## src/rtl/assert_macros.svh

```systemverilog
// ----------------------------------------------------------------------------
// Assertion macros for the compensation block
// Shared property forms; every use names aclk and aresetn of its module.
// ----------------------------------------------------------------------------
`ifndef ASSERT_MACROS_SVH
`define ASSERT_MACROS_SVH

// same-cycle implication
`define PTC_ASSERT_IMP(lbl, ante, cons) \
    lbl: assert property (@(posedge aclk) disable iff (!aresetn) (ante) |-> (cons)) \
        else $error("assertion failed");

// next-cycle implication
`define PTC_ASSERT_NXT(lbl, ante, cons) \
    lbl: assert property (@(posedge aclk) disable iff (!aresetn) (ante) |=> (cons)) \
        else $error("assertion failed");

`endif

```

## src/rtl/ptc_pkg.sv

```systemverilog
// ----------------------------------------------------------------------------
// ptc_pkg
// Shared widths, scale table and control struct of the compensation block.
// ----------------------------------------------------------------------------
package ptc_pkg;

    localparam int RAW_W   = 24;
    localparam int SC_W    = 31;   // signed Q24 scaled sample
    localparam int DIVR_W  = 23;   // scale factor width
    localparam int DIV_W   = 48;   // dividend bits, one per cycle
    localparam int QUOT_W  = 30;
    localparam int OPA_W   = 64;
    localparam int OPB_W   = 32;
    localparam int MUL_CYC = 32;
    localparam int CFG_W   = 40;
    localparam int IDX_W   = 3;

    localparam logic [IDX_W-1:0] REG_TCOEF = 3'd0;
    localparam logic [IDX_W-1:0] REG_POFLN = 3'd1;
    localparam logic [IDX_W-1:0] REG_PCROS = 3'd2;
    localparam logic [IDX_W-1:0] REG_PHIGH = 3'd3;
    localparam logic [IDX_W-1:0] REG_PCUBE = 3'd4;
    localparam logic [IDX_W-1:0] REG_TRATE = 3'd5;
    localparam logic [IDX_W-1:0] REG_PRATE = 3'd6;

    localparam logic signed [OPB_W-1:0] MILLI = 32'sd1000;

    // multiplier request
    typedef struct packed {
        logic start;
        logic shift;   // drop 24 fraction bits of the product
    } mul_req_t;

    // oversampling scale factors
    function automatic logic [DIVR_W-1:0] scale_factor(input logic [IDX_W-1:0] idx);
        logic [DIVR_W-1:0] f;
        case (idx)
            3'd0:    f = 23'd524288;
            3'd1:    f = 23'd1572864;
            3'd2:    f = 23'd3670016;
            3'd3:    f = 23'd7864320;
            3'd4:    f = 23'd253952;
            3'd5:    f = 23'd516096;
            3'd6:    f = 23'd1040384;
            default: f = 23'd2088960;
        endcase
        return f;
    endfunction

endpackage

```

## src/rtl/ptc_div.sv

```systemverilog
// ----------------------------------------------------------------------------
// ptc_div
// Restoring divider, one quotient bit per cycle.
// ----------------------------------------------------------------------------
module ptc_div (
    input  logic                          aclk,
    input  logic                          aresetn,
    input  logic                          start,
    input  logic [ptc_pkg::RAW_W-1:0]     mag,
    input  logic [ptc_pkg::DIVR_W-1:0]    divisor,
    output logic                          done,
    output logic [ptc_pkg::QUOT_W-1:0]    quot
);

    logic [ptc_pkg::DIV_W-1:0]  dq_reg;
    logic [ptc_pkg::DIVR_W-1:0] rem_reg, d_reg;
    logic [5:0]                 cnt_reg;
    logic                       busy_reg, done_reg;
    logic [ptc_pkg::DIVR_W:0]   trial, diff;
    logic                       ge;

    // trial subtract
    assign trial = {rem_reg, dq_reg[ptc_pkg::DIV_W-1]};
    assign ge    = trial >= {1'b0, d_reg};
    assign diff  = trial - {1'b0, d_reg};

    always_ff @(posedge aclk) begin
        if (!aresetn) begin
            busy_reg <= 1'b0;
            done_reg <= 1'b0;
            cnt_reg  <= '0;
        end else begin
            done_reg <= 1'b0;
            if (start) begin
                dq_reg   <= {mag, {(ptc_pkg::DIV_W-ptc_pkg::RAW_W){1'b0}}};
                rem_reg  <= '0;
                d_reg    <= divisor;
                cnt_reg  <= '0;
                busy_reg <= 1'b1;
            end else if (busy_reg) begin
                dq_reg  <= {dq_reg[ptc_pkg::DIV_W-2:0], ge};
                rem_reg <= ge ? diff[ptc_pkg::DIVR_W-1:0] : trial[ptc_pkg::DIVR_W-1:0];
                cnt_reg <= cnt_reg + 6'd1;
                if (cnt_reg == 6'(ptc_pkg::DIV_W-1)) begin
                    busy_reg <= 1'b0;
                    done_reg <= 1'b1;
                end
            end
        end
    end

    assign done = done_reg;
    assign quot = dq_reg[ptc_pkg::QUOT_W-1:0];

endmodule

```

## src/rtl/ptc_mul.sv

```systemverilog
// ----------------------------------------------------------------------------
// ptc_mul
// Sign-magnitude shift-add multiplier, one multiplier bit per cycle.
// ----------------------------------------------------------------------------
module ptc_mul (
    input  logic                              aclk,
    input  logic                              aresetn,
    input  ptc_pkg::mul_req_t                 req,
    input  logic signed [ptc_pkg::OPA_W-1:0]  op_a,
    input  logic signed [ptc_pkg::OPB_W-1:0]  op_b,
    output logic                              done,
    output logic signed [ptc_pkg::OPA_W-1:0]  prod
);

    localparam int ACC_W = ptc_pkg::OPA_W + ptc_pkg::OPB_W;

    logic [ACC_W-1:0]         acc_reg;
    logic [ptc_pkg::OPA_W-1:0] ma_reg;
    logic [ptc_pkg::OPB_W-1:0] mb_reg;
    logic [4:0]               cnt_reg;
    logic                     busy_reg, done_reg, neg_reg, shift_reg;
    logic [ptc_pkg::OPA_W:0]  sum;
    logic [ptc_pkg::OPA_W-1:0] mag;

    // add multiplicand at the top, shift right
    assign sum = {1'b0, acc_reg[ACC_W-1:ptc_pkg::OPB_W]}
               + {1'b0, (mb_reg[0] ? ma_reg : {ptc_pkg::OPA_W{1'b0}})};

    always_ff @(posedge aclk) begin
        if (!aresetn) begin
            busy_reg <= 1'b0;
            done_reg <= 1'b0;
            cnt_reg  <= '0;
        end else begin
            done_reg <= 1'b0;
            if (req.start) begin
                ma_reg    <= op_a[ptc_pkg::OPA_W-1] ? 64'(-op_a) : 64'(op_a);
                mb_reg    <= op_b[ptc_pkg::OPB_W-1] ? 32'(-op_b) : 32'(op_b);
                neg_reg   <= op_a[ptc_pkg::OPA_W-1] ^ op_b[ptc_pkg::OPB_W-1];
                shift_reg <= req.shift;
                acc_reg   <= '0;
                cnt_reg   <= '0;
                busy_reg  <= 1'b1;
            end else if (busy_reg) begin
                acc_reg <= {sum, acc_reg[ptc_pkg::OPB_W-1:1]};
                mb_reg  <= {1'b0, mb_reg[ptc_pkg::OPB_W-1:1]};
                cnt_reg <= cnt_reg + 5'd1;
                if (cnt_reg == 5'(ptc_pkg::MUL_CYC-1)) begin
                    busy_reg <= 1'b0;
                    done_reg <= 1'b1;
                end
            end
        end
    end

    // truncate magnitude, then restore sign
    assign mag  = shift_reg ? acc_reg[ptc_pkg::OPA_W+23:24] : acc_reg[ptc_pkg::OPA_W-1:0];
    assign prod = neg_reg ? -$signed(mag) : $signed(mag);
    assign done = done_reg;

endmodule

```

## src/rtl/pressure_temperature_compensation.sv

```systemverilog
// ----------------------------------------------------------------------------
// pressure_temperature_compensation
// Barometric polynomial compensation with a bit-serial divider and multiplier.
//
//   channel  | dir | handshake          | words
//   s_       | in  | s_valid / s_ready  | s_op, s_raw_sample
//   m_       | out | m_valid / m_ready  | m_kind, m_value_milli
//   cfg_     | in  | cfg_wen            | cfg_index, cfg_wdata
//
// Scaling runs the sample through the divider and a hand-over; each product
// runs in the shared multiplier, started from ST_MGO and then handed over.
// The output cycle follows. One word at a time; s_ready is high when the
// sequencer is idle, even while a finished result waits in the output register.
// A held result that is not taken stalls the sequencer in its output cycle.
// Synchronous active-low reset clears control state and the stored temperature.
// ----------------------------------------------------------------------------
`include "assert_macros.svh"

module pressure_temperature_compensation (
    input  logic                              aclk,
    input  logic                              aresetn,
    input  logic                              s_valid,
    output logic                              s_ready,
    input  logic                              s_op,
    input  logic signed [ptc_pkg::RAW_W-1:0]  s_raw_sample,
    output logic                              m_valid,
    input  logic                              m_ready,
    output logic                              m_kind,
    output logic signed [31:0]                m_value_milli,
    input  logic                              cfg_wen,
    input  logic [ptc_pkg::IDX_W-1:0]         cfg_index,
    input  logic [ptc_pkg::CFG_W-1:0]         cfg_wdata
);

    localparam logic [2:0] ST_IDLE = 3'd0;
    localparam logic [2:0] ST_DIV  = 3'd1;
    localparam logic [2:0] ST_MGO  = 3'd2;
    localparam logic [2:0] ST_MUL  = 3'd3;
    localparam logic [2:0] ST_FIN  = 3'd4;

    localparam logic [2:0] SP_C30  = 3'd0;
    localparam logic [2:0] SP_A1   = 3'd1;
    localparam logic [2:0] SP_A2   = 3'd2;
    localparam logic [2:0] SP_C21  = 3'd3;
    localparam logic [2:0] SP_B1   = 3'd4;
    localparam logic [2:0] SP_BT   = 3'd5;
    localparam logic [2:0] SP_MIL  = 3'd6;
    localparam logic [2:0] SP_TMP  = 3'd7;

    logic [23:0] tcoef_reg;
    logic [39:0] pofln_reg;
    logic [31:0] pcros_reg, phigh_reg;
    logic [15:0] pcube_reg;
    logic [2:0]  trate_reg, prate_reg;

    logic [2:0]  state_reg, step_reg;
    logic        op_reg, div_start;
    logic [ptc_pkg::RAW_W-1:0] mag_reg;
    logic        neg_reg;
    logic signed [ptc_pkg::SC_W-1:0] sc_reg, st_reg;
    logic signed [63:0] acc_reg, bac_reg, res_reg;
    logic        m_valid_reg, m_kind_reg;
    logic signed [31:0] m_val_reg;

    logic        div_done, mul_done;
    logic [ptc_pkg::QUOT_W-1:0] quot;
    logic signed [ptc_pkg::SC_W-1:0] sc_next;
    ptc_pkg::mul_req_t mreq;
    logic signed [63:0] op_a, prod, addend, total;
    logic signed [31:0] op_b, sat;

    // configuration writes
    always_ff @(posedge aclk) begin
        if (!aresetn) begin
            tcoef_reg <= '0; pofln_reg <= '0; pcros_reg <= '0; phigh_reg <= '0;
            pcube_reg <= '0; trate_reg <= '0; prate_reg <= '0;
        end else if (cfg_wen) begin
            case (cfg_index)
                ptc_pkg::REG_TCOEF: tcoef_reg <= cfg_wdata[23:0];
                ptc_pkg::REG_POFLN: pofln_reg <= cfg_wdata;
                ptc_pkg::REG_PCROS: pcros_reg <= cfg_wdata[31:0];
                ptc_pkg::REG_PHIGH: phigh_reg <= cfg_wdata[31:0];
                ptc_pkg::REG_PCUBE: pcube_reg <= cfg_wdata[15:0];
                ptc_pkg::REG_TRATE: trate_reg <= cfg_wdata[2:0];
                ptc_pkg::REG_PRATE: prate_reg <= cfg_wdata[2:0];
                default: ;
            endcase
        end
    end

    assign div_start = (state_reg == ST_IDLE) && s_valid;

    ptc_div u_div (
        .aclk    (aclk),
        .aresetn (aresetn),
        .start   (div_start),
        .mag     (s_raw_sample[ptc_pkg::RAW_W-1] ? 24'(-s_raw_sample) : 24'(s_raw_sample)),
        .divisor (ptc_pkg::scale_factor(s_op ? prate_reg : trate_reg)),
        .done    (div_done),
        .quot    (quot)
    );

    assign sc_next = neg_reg ? -$signed({1'b0, quot}) : $signed({1'b0, quot});

    // operand and addend selection per step
    always_comb begin
        op_a   = acc_reg;
        op_b   = 32'(sc_reg);
        addend = '0;
        mreq.shift = 1'b1;
        case (step_reg)
            SP_C30: begin
                op_a = 64'(signed'(pcube_reg)); mreq.shift = 1'b0;
                addend = {{24{phigh_reg[31]}}, phigh_reg[31:16], 24'd0};
            end
            SP_A1:  addend = {{24{pofln_reg[19]}}, pofln_reg[19:0], 20'd0} <<< 4;
            SP_A2:  addend = {{20{pofln_reg[39]}}, pofln_reg[39:20], 24'd0};
            SP_C21: begin
                op_a = 64'(signed'(phigh_reg[15:0])); mreq.shift = 1'b0;
                addend = {{24{pcros_reg[15]}}, pcros_reg[15:0], 24'd0};
            end
            SP_B1:  begin
                op_a = bac_reg;
                addend = {{24{pcros_reg[31]}}, pcros_reg[31:16], 24'd0};
            end
            SP_BT:  begin
                op_a = bac_reg; op_b = 32'(st_reg); addend = acc_reg;
            end
            SP_MIL: op_b = ptc_pkg::MILLI;
            default: begin
                op_a = 64'(signed'(tcoef_reg[11:0])); mreq.shift = 1'b0;
                addend = {{29{tcoef_reg[23]}}, tcoef_reg[23:12], 23'd0};
            end
        endcase
        mreq.start = (state_reg == ST_MGO);
    end

    ptc_mul u_mul (
        .aclk    (aclk),
        .aresetn (aresetn),
        .req     (mreq),
        .op_a    (op_a),
        .op_b    (op_b),
        .done    (mul_done),
        .prod    (prod)
    );

    assign total = prod + addend;

    // saturate to 32 bits
    assign sat = (res_reg > 64'sd2147483647)  ? 32'sh7fffffff :
                 (res_reg < -64'sd2147483648) ? 32'sh80000000 : res_reg[31:0];

    // sequencer
    always_ff @(posedge aclk) begin
        if (!aresetn) begin
            state_reg   <= ST_IDLE;
            step_reg    <= SP_TMP;
            st_reg      <= '0;
            m_valid_reg <= 1'b0;
        end else begin
            // output word taken; the output cycle reloads it itself
            if (m_valid_reg && m_ready && state_reg != ST_FIN) m_valid_reg <= 1'b0;
            case (state_reg)
                ST_IDLE: if (s_valid) begin
                    op_reg    <= s_op;
                    neg_reg   <= s_raw_sample[ptc_pkg::RAW_W-1];
                    state_reg <= ST_DIV;
                end
                ST_DIV: if (div_done) begin
                    sc_reg <= sc_next;
                    if (!op_reg) st_reg <= sc_next;
                    step_reg  <= op_reg ? SP_C30 : SP_TMP;
                    state_reg <= ST_MGO;
                end
                ST_MGO: state_reg <= ST_MUL;
                ST_MUL: if (mul_done) begin
                    case (step_reg)
                        SP_C21, SP_B1: bac_reg <= total;
                        SP_MIL:        res_reg <= prod;
                        default:       acc_reg <= total;
                    endcase
                    if (step_reg == SP_MIL) begin
                        state_reg <= ST_FIN;
                    end else begin
                        step_reg  <= (step_reg == SP_TMP) ? SP_MIL : step_reg + 3'd1;
                        state_reg <= ST_MGO;
                    end
                end
                ST_FIN: if (!m_valid_reg || m_ready) begin
                    m_valid_reg <= 1'b1;
                    m_kind_reg  <= op_reg;
                    m_val_reg   <= sat;
                    state_reg   <= ST_IDLE;
                end
                default: state_reg <= ST_IDLE;
            endcase
        end
    end

    assign s_ready       = (state_reg == ST_IDLE);
    assign m_valid       = m_valid_reg;
    assign m_kind        = m_kind_reg;
    assign m_value_milli = m_val_reg;

    `PTC_ASSERT_IMP(a_div_done_in_div, div_done, state_reg == ST_DIV)
    `PTC_ASSERT_IMP(a_mul_done_in_mul, mul_done, state_reg == ST_MUL)
    `PTC_ASSERT_NXT(a_accept_starts_div, s_valid && s_ready, state_reg == ST_DIV)

endmodule

```

## config.mk

```make
export PLATFORM = sky130hd
export DESIGN_NAME = pressure_temperature_compensation
export DESIGN_NICKNAME = d
export VERILOG_FILES = /design/src/rtl/ptc_pkg.sv /design/src/rtl/ptc_div.sv /design/src/rtl/ptc_mul.sv /design/src/rtl/pressure_temperature_compensation.sv
export VERILOG_INCLUDE_DIRS = /design/src /design/src/rtl
export SDC_FILE = /design/constraint.sdc
export NUM_CORES = 2
export LEC_CHECK = 0
export BUFFER_PORTS_ARGS = -buffer_cell sky130_fd_sc_hd__buf_2
export CORE_MARGIN = 2
export CORE_UTILIZATION = 25
export CTS_CLUSTER_DIAMETER = 150
export DETAILED_ROUTE_END_ITERATION = 8
export PLACE_DENSITY = 0.39
export SYNTH_ARGS = -nofsm -noshare
export SYNTH_HDL_FRONTEND = slang
export SYNTH_SLANG_ARGS = --single-unit
```

## constraint.sdc

```tcl
create_clock -name aclk -period 24.3 [get_ports aclk]
set_input_delay 6.075 -clock aclk [delete_from_list [all_inputs] [get_ports aclk]]
set_output_delay 6.075 -clock aclk [all_outputs]
set_load 0.1 [all_outputs]
```

==> key figures <==
Run status
  – Status: completed

CTS
  – Hold buffers post-CTS: 0
  – Clock Sinks: 732
  – CTS tree: done
  – H-tree depth: 3
  – Post-CTS resize count: 0
  – CTS root buf: clkbuf_16
  – Clock slew at reported path FFs: 60 ps
  – CTS Buf Count: 89
  – Clock latency on the worst-skew pair: 710 ps
  – Clk buf depth: 3
  – Post-CTS Setup Inserts: 0

Critical path
  – Worst r2r path cells: 25
  – Setup crit end kind: register
  – Crit path to: u_mul.acc_reg[44]$_SDFFCE_PP0P_
  – Worst setup path class: input pin to register
  – R2r setup slk: 16410 ps
  – WP data arrival: 8410 ps
  – Crit-path max FO: 54
  – Critical path launch point type: input pin
  – Critical R2R Launch: u_mul.shift_reg$_DFFE_PP_
  – Reg2reg end: bac_reg[63]$_DFFE_PP_
  – Critical Path RT: 24620 ps
  – Critical Path Start: aresetn

Global route
  – First-pass GRT wire length: 216 mm
  – Vias in the first global route: 32400
  – Largest net degree at the start of global routing: 113
  – Gr usage total: 16.1%
  – Initial antenna violation count: 3
  – GR Overflow Total: 0

Floorplan
  – Starting density of the core: 25.2%
  – Row Count: 152
  – Io pins: 108
  – Die Y: 419 µm
  – Core ar.: 171000 µm²
  – Die ar.: 176000 µm²
  – Die W: 419 µm

Cells and area
  – Final nets: 4662
  – Area grow syn2layout: 13.9%
  – Most frequent cells in the layout: nand2_1, edfxtp_1, a21oi_1
  – Share of layout cells above drive strength 1: 9.14%
  – Design Area, Final: 49100 µm²
  – Antenna diode count: 0
  – Commonest non-fill, non-tap cell in the layout: nand2_1
  – Non-Filler Instances: 6818
  – Filler cell count: 18100
  – Largest register FFs: 96

Drt
  – Drt first pass iters: 6
  – Iter 0 DRT Violations: 2094
  – Detailed Route WL: 145 mm
  – Overall via count from detail_route: 33200
  – Post-route ant nets: 0
  – Post-route DRC: 0
  – WL/cell: 21.2 µm
  – Vias per inst: 4.87

Synthesis
  – Top cells by area, synth: edfxtp_1, dfxtp_1, nand2_1
  – Post-Syn Area: 43100 µm²
  – Asr flop ratio synth: 0%
  – Sequential-to-total area share from yosys stat: 46.3%
  – Cells after Synth: 4433
  – Syn nets: 4658
  – Synth Register Bits: 732
  – Yosys top cell area share: 36.9%
  – Largest area contributor in the netlist: edfxtp_1
  – Number of synthesized flops with an enable pin: 529
  – Prevailing post-synth register cell: edfxtp_1
  – Cell variety after synth: 99
  – Synth warn: 0
  – Post-Syn Area per Cell: 9.72 µm²

STA
  – Final setup vio count: 0
  – Tcrit/Tclk final: 33.3%
  – Slew margin rel.: 29.5%
  – Slew @ Worst Pin: 1060 ps
  – Hold Vio Cnt, Final: 0
  – Final Skew: 69.2 ps
  – RSZ-0062 raised after global routing: no
  – Final period demand of the worst path: 8090 ps
  – Max Fclk: 0.124 GHz
  – Total Neg Setup Slack: 0 ps
  – Max Slew Vio Count: 0

Placed design
  – GP Congestion: 0.825
  – Dpl cell area: 46100 µm²
  – Placed cells: 6656
  – HPWL after DPL: 105 mm
  – Buffers on Ports: 107

Power and ir drop
  – Power Dens Cells: 58.2 nW/µm²
  – Worst VDD drop: 0.0490 mV
  – Pleak: 18.1 nW

Hold path
  – Hold WC Path Type: register to register

Flow run
  – Max-cap violations: 0
## critical path, stage by stage
cell and delay, ps:
buf_6 310, o21a_4 610, buf_4 620, buf_4 640
## layout make-up
type	count	area (µm²)	share of cell area [%]
inverters	80	300	0.612
flip-flops and latches	732	20000	40.7
clock inverters	37	407	0.829
clock buffers	125	2550	5.21
multi-input cells	3364	22000	44.7
well taps	2310	2890	5.89
repair buffers	170	1010	2.07
## how the worst min path moves through the flow
stage                          startpoint                    endpoint  slack [ps]  cells past startpoint
3_5_place_dp   pcros_reg[13]$_SDFFE_PN0P_  pcros_reg[13]$_SDFFE_PN0P_         460                      2
6_report       pofln_reg[12]$_SDFFE_PN0P_  pofln_reg[12]$_SDFFE_PN0P_         460                      2
3_3_place_gp   pofln_reg[14]$_SDFFE_PN0P_  pofln_reg[14]$_SDFFE_PN0P_         450                      2
5_1_grt        pofln_reg[19]$_SDFFE_PN0P_  pofln_reg[19]$_SDFFE_PN0P_         480                      2
2_1_floorplan   tcoef_reg[6]$_SDFFE_PN0P_   tcoef_reg[6]$_SDFFE_PN0P_         440                      2
4_1_cts        pcros_reg[13]$_SDFFE_PN0P_  pcros_reg[13]$_SDFFE_PN0P_         460                      2
## layer usage
layer,vias up,routed length (µm),global-route usage [%]
li1,16200,-,-
met1,16300,71700,23.2
met2,558,65000,25.7
met3,152,4870,1.65
met4,0,3060,4.23
met5,-,0,0
## stage by stage
stage               utilization (%)  power, W  hold slack, ps  setup WS [ps]
floorplan                         -   0.00147             439          13930
global placement               26.9   0.00152             451          15390
detailed placement             26.9   0.00152             457          15390
CTS                            28.6   0.00290             465          16180
global route                   28.6   0.00296             481          15670
finish                         28.6   0.00285             462          16210
## synthesized netlist by cell type (all sizes together), types with 35 or more instances
cell type / count
edfxtp: 529
o31ai: 49
buf: 42
nand2b: 40
a21boi: 158
or2: 43
o21ai: 238
nand2: 650
a22oi: 90
inv: 80
mux2i: 90
dfxtp: 203
a221oi: 38
xor2: 185
nor2b: 56
xnor2: 162
a31oi: 35
a21o: 83
nor3: 86
a21oi: 245
nand3: 45
nor2: 243
and2: 159
ha: 149
clkbuf: 215
and3: 53
## where the power goes
part | leakage [nW] | switching, W | internal, W
Sequential | 6.50 | 0.0000103 | 0.00135
Combinational | 10.1 | 0.0000844 | 0.0000465
Clock | 1.43 | 0.000576 | 0.000790
## cell families after synthesis
group,Yosys count,synth area share [%]
compound gates,1205,19.2
xor+xnor,351,7.26
fa+ha+maj,152,4.47
buf+inv,337,3.00
flops,732,46.3
mux,101,2.39
other cells,1,0.00870
simple gates,1554,17.4
Power figures use the tool's default switching activity.
